### config.mk
export PLATFORM = sky130hd
export DESIGN_NAME = sorted_key_table_insert_delete_flat
export DESIGN_NICKNAME = d
export VERILOG_FILES = /design/src/design/skt_pkg.sv /design/src/design/skt_req_if.sv /design/src/design/skt_rsp_if.sv /design/src/design/skt_cell.sv /design/src/design/sorted_key_table_insert_delete.sv /design/src/flat_wrapper.sv
export SDC_FILE = /design/constraint.sdc
export NUM_CORES = 2
export LEC_CHECK = 0
export BUFFER_PORTS_ARGS = -buffer_cell sky130_fd_sc_hd__clkbuf_2
export CORE_UTILIZATION = 44
export CTS_BUF_LIST = sky130_fd_sc_hd__clkbuf_2 sky130_fd_sc_hd__clkbuf_4 sky130_fd_sc_hd__clkbuf_8
export DETAILED_ROUTE_END_ITERATION = 16
export SLEW_MARGIN = 20
export SYNTH_ARGS = -nofsm -noshare
export SYNTH_HDL_FRONTEND = slang
export SYNTH_HIERARCHICAL = 1
export SYNTH_SLANG_ARGS = --single-unit
### constraint.sdc
create_clock -name i_clk -period 7.1 [get_ports i_clk]
set_input_delay 1.42 -clock i_clk [delete_from_list [all_inputs] [get_ports i_clk]]
set_output_delay 1.42 -clock i_clk [all_outputs]
set_load 0.05 [all_outputs]
### src/design/skt_pkg.sv
// Shared constants, types and codes for the sorted key table.
package skt_pkg;

    localparam int DEPTH   = 16;
    localparam int KEY_W   = 31;
    localparam int CNT_W   = $clog2(DEPTH + 1);
    localparam int COUNT_W = 5;

    typedef enum logic {
        REQ_INSERT = 1'b0,
        REQ_DELETE = 1'b1
    } t_req_type;

    typedef enum logic [1:0] {
        ST_DONE      = 2'd0,
        ST_FULL      = 2'd1,
        ST_NOT_FOUND = 2'd2,
        ST_EMPTY     = 2'd3
    } t_status;

    typedef enum logic [1:0] {
        OP_HOLD   = 2'd0,
        OP_INSERT = 2'd1,
        OP_DELETE = 2'd2
    } t_cell_op;

    // Broadcast from the top level to every cell
    typedef struct packed {
        t_cell_op         op;
        logic [KEY_W-1:0] key;
    } t_cell_ctl;

    // What a cell shows to its neighbours and to the top level
    typedef struct packed {
        logic             valid;
        logic             lt;
        logic             eq;
        logic [KEY_W-1:0] key;
    } t_cell_state;

endpackage

### src/design/skt_req_if.sv
// Request channel: valid/ready handshake carrying request type and key.
interface skt_req_if;
    logic                       valid;
    logic                       ready;
    logic                       req_type;
    logic [skt_pkg::KEY_W-1:0]  key;

    modport source (output valid, output req_type, output key, input ready);
    modport sink   (input valid, input req_type, input key, output ready);
endinterface

### src/design/skt_rsp_if.sv
// Response channel: valid/ready handshake carrying status and entry count.
interface skt_rsp_if;
    logic                         valid;
    logic                         ready;
    logic [1:0]                   status;
    logic [skt_pkg::COUNT_W-1:0]  entry_count;

    modport source (output valid, output status, output entry_count, input ready);
    modport sink   (input valid, input status, input entry_count, output ready);
endinterface

### src/design/skt_cell.sv
// One slot of the sorted chain: holds a key and its valid bit, shifts with its neighbours.
module skt_cell (
    input  logic                 i_clk,
    input  logic                 i_rst_n,
    input  skt_pkg::t_cell_ctl   i_ctl,
    input  skt_pkg::t_cell_state i_prev,
    input  skt_pkg::t_cell_state i_next,
    output skt_pkg::t_cell_state o_state
);

    logic                      r_valid;
    logic [skt_pkg::KEY_W-1:0] r_key;
    logic                      n_valid;
    logic [skt_pkg::KEY_W-1:0] n_key;
    logic                      w_lt;
    logic                      w_eq;

    assign w_lt = r_valid && (r_key < i_ctl.key);
    assign w_eq = r_valid && (r_key == i_ctl.key);

    always_comb begin
        n_valid = r_valid;
        n_key   = r_key;
        case (i_ctl.op)
            skt_pkg::OP_INSERT: begin
                // Cells at or behind the insertion point move down one slot
                if (!w_lt) begin
                    n_key   = i_prev.lt ? i_ctl.key : i_prev.key;
                    n_valid = r_valid | i_prev.valid;
                end
            end
            skt_pkg::OP_DELETE: begin
                // Cells from the first match onwards pull from behind
                if (!w_lt) begin
                    n_key   = i_next.key;
                    n_valid = i_next.valid;
                end
            end
            default: begin
            end
        endcase
    end

    always_ff @(posedge i_clk) begin
        if (!i_rst_n) begin
            r_valid <= 1'b0;
        end else begin
            r_valid <= n_valid;
        end
    end

    always_ff @(posedge i_clk) begin
        r_key <= n_key;
    end

    assign o_state.valid = r_valid;
    assign o_state.lt    = w_lt;
    assign o_state.eq    = w_eq;
    assign o_state.key   = r_key;

endmodule

### src/design/sorted_key_table_insert_delete.sv
// Top level of the sorted key table: cell chain, entry counter and response register.
//
//   channel   direction   payload                 handshake
//   i_req     in          req_type, key           valid / ready
//   o_rsp     out         status, entry_count     valid / ready
//
// One transaction per cycle while the response is not stalled: every cell compares its key
// with the request key in parallel and the whole chain shifts in the same cycle.
// The response is registered; a new request is taken while the response
// register is empty or is being drained in the same cycle.
// Reset clears all valid bits, the counter and the response valid.
// A stalled response holds the request side off; no transaction is dropped.
module sorted_key_table_insert_delete (
    input  logic           i_clk,
    input  logic           i_rst_n,
    skt_req_if.sink        i_req,
    skt_rsp_if.source      o_rsp
);

    skt_pkg::t_cell_ctl                      w_ctl;
    skt_pkg::t_cell_state [skt_pkg::DEPTH-1:0] w_state;
    skt_pkg::t_cell_state [skt_pkg::DEPTH-1:0] w_prev;
    skt_pkg::t_cell_state [skt_pkg::DEPTH-1:0] w_next;
    logic [skt_pkg::DEPTH-1:0]               w_eq;

    logic [skt_pkg::CNT_W-1:0]   r_count;
    logic [skt_pkg::CNT_W-1:0]   n_count;
    logic                        r_out_valid;
    logic                        n_out_valid;
    skt_pkg::t_status            r_status;
    skt_pkg::t_status            n_status;
    logic [skt_pkg::COUNT_W-1:0] r_entry_count;

    logic w_accept;
    logic w_full;
    logic w_empty;
    logic w_found;

    assign i_req.ready = !r_out_valid || o_rsp.ready;
    assign w_accept    = i_req.valid && i_req.ready;
    assign w_full      = (r_count == skt_pkg::CNT_W'(skt_pkg::DEPTH));
    assign w_empty     = (r_count == '0);

    for (genvar g = 0; g < skt_pkg::DEPTH; g++) begin : g_eq
        assign w_eq[g] = w_state[g].eq;
    end
    assign w_found = |w_eq;

    // Decide the operation, the status and the new entry count
    always_comb begin
        w_ctl.op  = skt_pkg::OP_HOLD;
        w_ctl.key = i_req.key;
        n_status  = r_status;
        n_count   = r_count;
        if (w_accept) begin
            case (skt_pkg::t_req_type'(i_req.req_type))
                skt_pkg::REQ_INSERT: begin
                    if (w_full) begin
                        n_status = skt_pkg::ST_FULL;
                    end else begin
                        w_ctl.op = skt_pkg::OP_INSERT;
                        n_status = skt_pkg::ST_DONE;
                        n_count  = r_count + 1'b1;
                    end
                end
                skt_pkg::REQ_DELETE: begin
                    if (w_empty) begin
                        n_status = skt_pkg::ST_EMPTY;
                    end else if (!w_found) begin
                        n_status = skt_pkg::ST_NOT_FOUND;
                    end else begin
                        w_ctl.op = skt_pkg::OP_DELETE;
                        n_status = skt_pkg::ST_DONE;
                        n_count  = r_count - 1'b1;
                    end
                end
                default: begin
                end
            endcase
        end
    end

    // Neighbour wiring; the head sees a virtual "smaller" cell, the tail an empty one
    for (genvar g = 0; g < skt_pkg::DEPTH; g++) begin : g_cell
        if (g == 0) begin : g_head
            assign w_prev[g] = '{valid: 1'b1, lt: 1'b1, eq: 1'b0, key: '0};
        end else begin : g_mid_prev
            assign w_prev[g] = w_state[g-1];
        end
        if (g == skt_pkg::DEPTH - 1) begin : g_tail
            assign w_next[g] = '{valid: 1'b0, lt: 1'b0, eq: 1'b0, key: '0};
        end else begin : g_mid_next
            assign w_next[g] = w_state[g+1];
        end

        skt_cell u_cell (
            .i_clk   (i_clk),
            .i_rst_n (i_rst_n),
            .i_ctl   (w_ctl),
            .i_prev  (w_prev[g]),
            .i_next  (w_next[g]),
            .o_state (w_state[g])
        );
    end

    always_comb begin
        n_out_valid = r_out_valid;
        if (w_accept) begin
            n_out_valid = 1'b1;
        end else if (o_rsp.ready) begin
            n_out_valid = 1'b0;
        end
    end

    always_ff @(posedge i_clk) begin
        if (!i_rst_n) begin
            r_count     <= '0;
            r_out_valid <= 1'b0;
        end else begin
            r_count     <= n_count;
            r_out_valid <= n_out_valid;
        end
    end

    always_ff @(posedge i_clk) begin
        if (w_accept) begin
            r_status      <= n_status;
            r_entry_count <= skt_pkg::COUNT_W'(n_count);
        end
    end

    assign o_rsp.valid       = r_out_valid;
    assign o_rsp.status      = r_status;
    assign o_rsp.entry_count = r_entry_count;

endmodule

### src/flat_wrapper.sv
// flat-port wrapper written by rule: the top's interface ports become plain ports
module sorted_key_table_insert_delete_flat 
  (i_clk, i_rst_n, i_req_valid, i_req_req_type, i_req_key, i_req_ready, o_rsp_valid, o_rsp_status, o_rsp_entry_count, o_rsp_ready);
  skt_req_if i_req_i ();
  skt_rsp_if o_rsp_i ();
  input  logic i_clk;
  input  logic i_rst_n;
  input wire logic [$bits(i_req_i.valid)-1:0] i_req_valid;
  input wire logic [$bits(i_req_i.req_type)-1:0] i_req_req_type;
  input wire logic [$bits(i_req_i.key)-1:0] i_req_key;
  output wire logic [$bits(i_req_i.ready)-1:0] i_req_ready;
  output wire logic [$bits(o_rsp_i.valid)-1:0] o_rsp_valid;
  output wire logic [$bits(o_rsp_i.status)-1:0] o_rsp_status;
  output wire logic [$bits(o_rsp_i.entry_count)-1:0] o_rsp_entry_count;
  input wire logic [$bits(o_rsp_i.ready)-1:0] o_rsp_ready;
  assign i_req_i.valid = i_req_valid;
  assign i_req_i.req_type = i_req_req_type;
  assign i_req_i.key = i_req_key;
  assign i_req_ready = i_req_i.ready;
  assign o_rsp_valid = o_rsp_i.valid;
  assign o_rsp_status = o_rsp_i.status;
  assign o_rsp_entry_count = o_rsp_i.entry_count;
  assign o_rsp_i.ready = o_rsp_ready;
  sorted_key_table_insert_delete u_core (.i_clk(i_clk), .i_rst_n(i_rst_n), .i_req(i_req_i), .o_rsp(o_rsp_i));
endmodule
==> run_results.csv <==
group,metric,value,unit
worst_setup_path,crit_required,7500,ps
worst_setup_path,cpPeakStageDelay,570,ps
global_route,gr-usage-met1,28.9,%
clocking,clkSlewWorstSetupHoldPaths,60,ps
global_route,gr-usage-all-layers,21.1,%
global_route,grt_use_met2,34.7,%
global_route,grt_pass1_wl,155,mm
synthesis,synth.avg_cell_area,9.39,sq um
run,drv_cap,0,
cells_and_area,final_nets,4859,
timing,clock_skew,33.1,ps
detailed_routing,wl_per_cell,17.3,um
floorplanning,rows,110,
clocking,cts_made_buffers,98,
detailed_routing,viasPerCell,5.31,
clocking,numClockSinks,525,
synthesis,yosys_warnings,6,
placed_design,dp.cells,5393,
cells_and_area,drive_above_1_share,9.19,%
detailed_routing,drt-initial-drc-count,1593,
global_route,grt_pass1_vias,28800,
global_route,met3_usage,2.57,%
synthesis,synth_cells,4260,
floorplanning,ios,45,
detailed_routing,ant_nets,0,
floorplanning,start_util,44.4,%
synthesis,syn_area,40000,sq um
floorplanning,core_area,90000,sq um
power_and_ir_drop,ir_drop,0.129,mV
cells_and_area,nFillCells,8446,
floorplanning,die_x,303,um
cells_and_area,fin_cells,5584,
clocking,post_cts_buffers,0,
worst_setup_path,r2r-end,"u_core/g_cell[0].u_cell/r_key[7]",
worst_setup_path,critPathLaunch,"i_req_key[24]",
detailed_routing,num_vias,29600,
worst_setup_path,reg2reg_from,"u_core/g_cell[0].u_cell/r_key[26]",
timing,finalSetupViolCount,0,
worst_setup_path,path_class,"primary input to register",
placed_design,gp_congestion,0.856,
power_and_ir_drop,p_total,7.61,mW
timing,tns,0,ps
timing,drv_slew,0,
timing,tightestPinTransition,1130,ps
timing,fmax,0.176,GHz
clocking,clock_path_buffers,3,
placed_design,io_buffers,44,
cells_and_area,area_growth,10.2,%
worst_setup_path,critPathMaxFanout,32,
clocking,cts_resized,0,
clocking,worstSkewPairLatency,710,ps
timing,post-route-period-util,79.9,%
worst_setup_path,critPathCaptureType,"register",
placed_design,hpwlAfterDp,76.1,mm
timing,period_needed,5680,ps
timing,whs,573,ps
outcome,status,"finished clean",
worst_setup_path,path_cells,"clkbuf_2 -> buf_4 -> buf_4 -> inv_1 -> ha_1 -> nand4_1 -> nor4_1 -> inv_1 -> nor3_1 -> nor4_1 -> and4_1 -> nor2_2 -> buf_4 -> nor2b_4 -> o22a_2 -> buf_4",
worst_setup_path,ff2ff_setup_slack,2540,ps
clocking,clockRootBuffer,"clkbuf_8",
detailed_routing,remaining_drc_errors,0,
global_route,grt-ovfl-total,0,
timing,hold_viol_final,0,
global_route,grt_max_degree,65,
worst_setup_path,crit_top_cell,"buf_4",
clocking,ctsHoldBuffers,0,
worst_setup_path,crit_arrival,6070,ps
global_route,antenna_found_initial,1,
floorplanning,die_height,303,um
global_route,grt_busiest_layer,"met2",
floorplanning,dieArea,92100,sq um
power_and_ir_drop,p_leak,16.7,nW
detailed_routing,totalWireLength,96.9,mm
detailed_routing,firstDrtPassIters,5,
timing,slew_headroom,24.5,%
worst_setup_path,crit_path_end,"u_core/g_cell[0].u_cell/r_key[7]",
timing,rsz0062_at_grt,"false",
clocking,cts_tree,"built",
worst_setup_path,critical_path.slowest_cell,"nor4_1",
worst_setup_path,start_kind,"primary input",
hold_path,hp-class,"register to register",
clocking,cts_max_level,3,
power_and_ir_drop,powerDensity,173,nW/um^2
worst_setup_path,worstRegToRegCells,12,
worst min-delay path by stage:
stage	cells after the start	endpoint	startpoint	slack, ps
2_1_floorplan	2	u_core/g_cell[0].u_cell/r_valid	u_core/g_cell[0].u_cell/r_valid	470
3_3_place_gp	2	u_core/r_count[0]	u_core/r_count[0]	550
3_5_place_dp	2	u_core/r_count[0]	u_core/r_count[0]	570
4_1_cts	2	u_core/r_count[0]	u_core/r_count[0]	570
5_1_grt	2	u_core/r_count[0]	u_core/r_count[0]	610
6_report	2	u_core/r_count[0]	u_core/r_count[0]	570
area by class of cell:
type | instances | area (sq um) | share of cell area [%]
Multi-Input combinational cell | 3051 | 21800 | 49.6
Sequential cell | 525 | 15500 | 35.3
Inverter | 519 | 1950 | 4.42
Clock buffer | 162 | 1900 | 4.32
Tap cell | 1176 | 1470 | 3.34
Timing Repair Buffer | 130 | 1260 | 2.85
Clock inverter | 20 | 114 | 0.258
Antenna cell | 1 | 2.50 | 0.00568
through the flow:
step | setup slack (ps) | instance area [sq um] | util (%)
after floorplan | 2230 | 40200 | -
after global placement | 693 | 41700 | 46.4
after detailed placement | 740 | 41800 | 46.5
after CTS | 1510 | 43900 | 48.7
after global routing | 1300 | 44100 | 49.0
final | 1420 | 44100 | 49.0
power by group:
part           switching [mW]  internal [mW]
clock                    1.34           1.72
sequential              0.110           3.54
combinational           0.563          0.349
routing by layer:
| metal | vias to the layer above | part of all wire, % |
|---|---|---|
| met5 | - | 0 |
| met4 | 0 | 2.9 |
| met3 | 168 | 3.0 |
| met2 | 434 | 46 |
| met1 | 13800 | 49 |
| li1 | 15300 | - |
sequential cells by signal, indices dropped and copies added, names as in the netlist:
register	flops
u_core/g_cell.u_cell/r_key	496
u_core/g_cell.u_cell/r_valid	16
u_core/o_rsp.entry_count	5
u_core/o_rsp.status	2
u_core/o_rsp.valid	1
u_core/r_count	5
layout by cell type (no fill, tap or decap), drive strengths merged, types with 16 or more instances in the layout:
cell type	count
o211ai	17
nand3b	16
inv	519
nor2b	34
and2b	16
o311ai	17
a21oi	161
o41ai	16
nor3	34
clkinv	18
nand2b	32
o21ai	561
nor4	22
mux2i	514
a221oi	16
ha	498
conb	65
o22a	16
buf	86
nand3	21
nor2	146
clkbuf	206
edfxtp	503
nand2	647
nand4	113
a31oi	19
dfxtp	22
a211oi	48
critical path, delay by kind of cell:
| kind | cells | cell delay [ps] |
|---|---|---|
| buffers and inverters | 7 | 1620 |
| and+or+nand+nor | 7 | 2240 |
| adders and majority gates | 1 | 300 |
| AOI/OAI and AO/OA | 1 | 440 |
No activity file was read; power rests on OpenSTA's default activity.
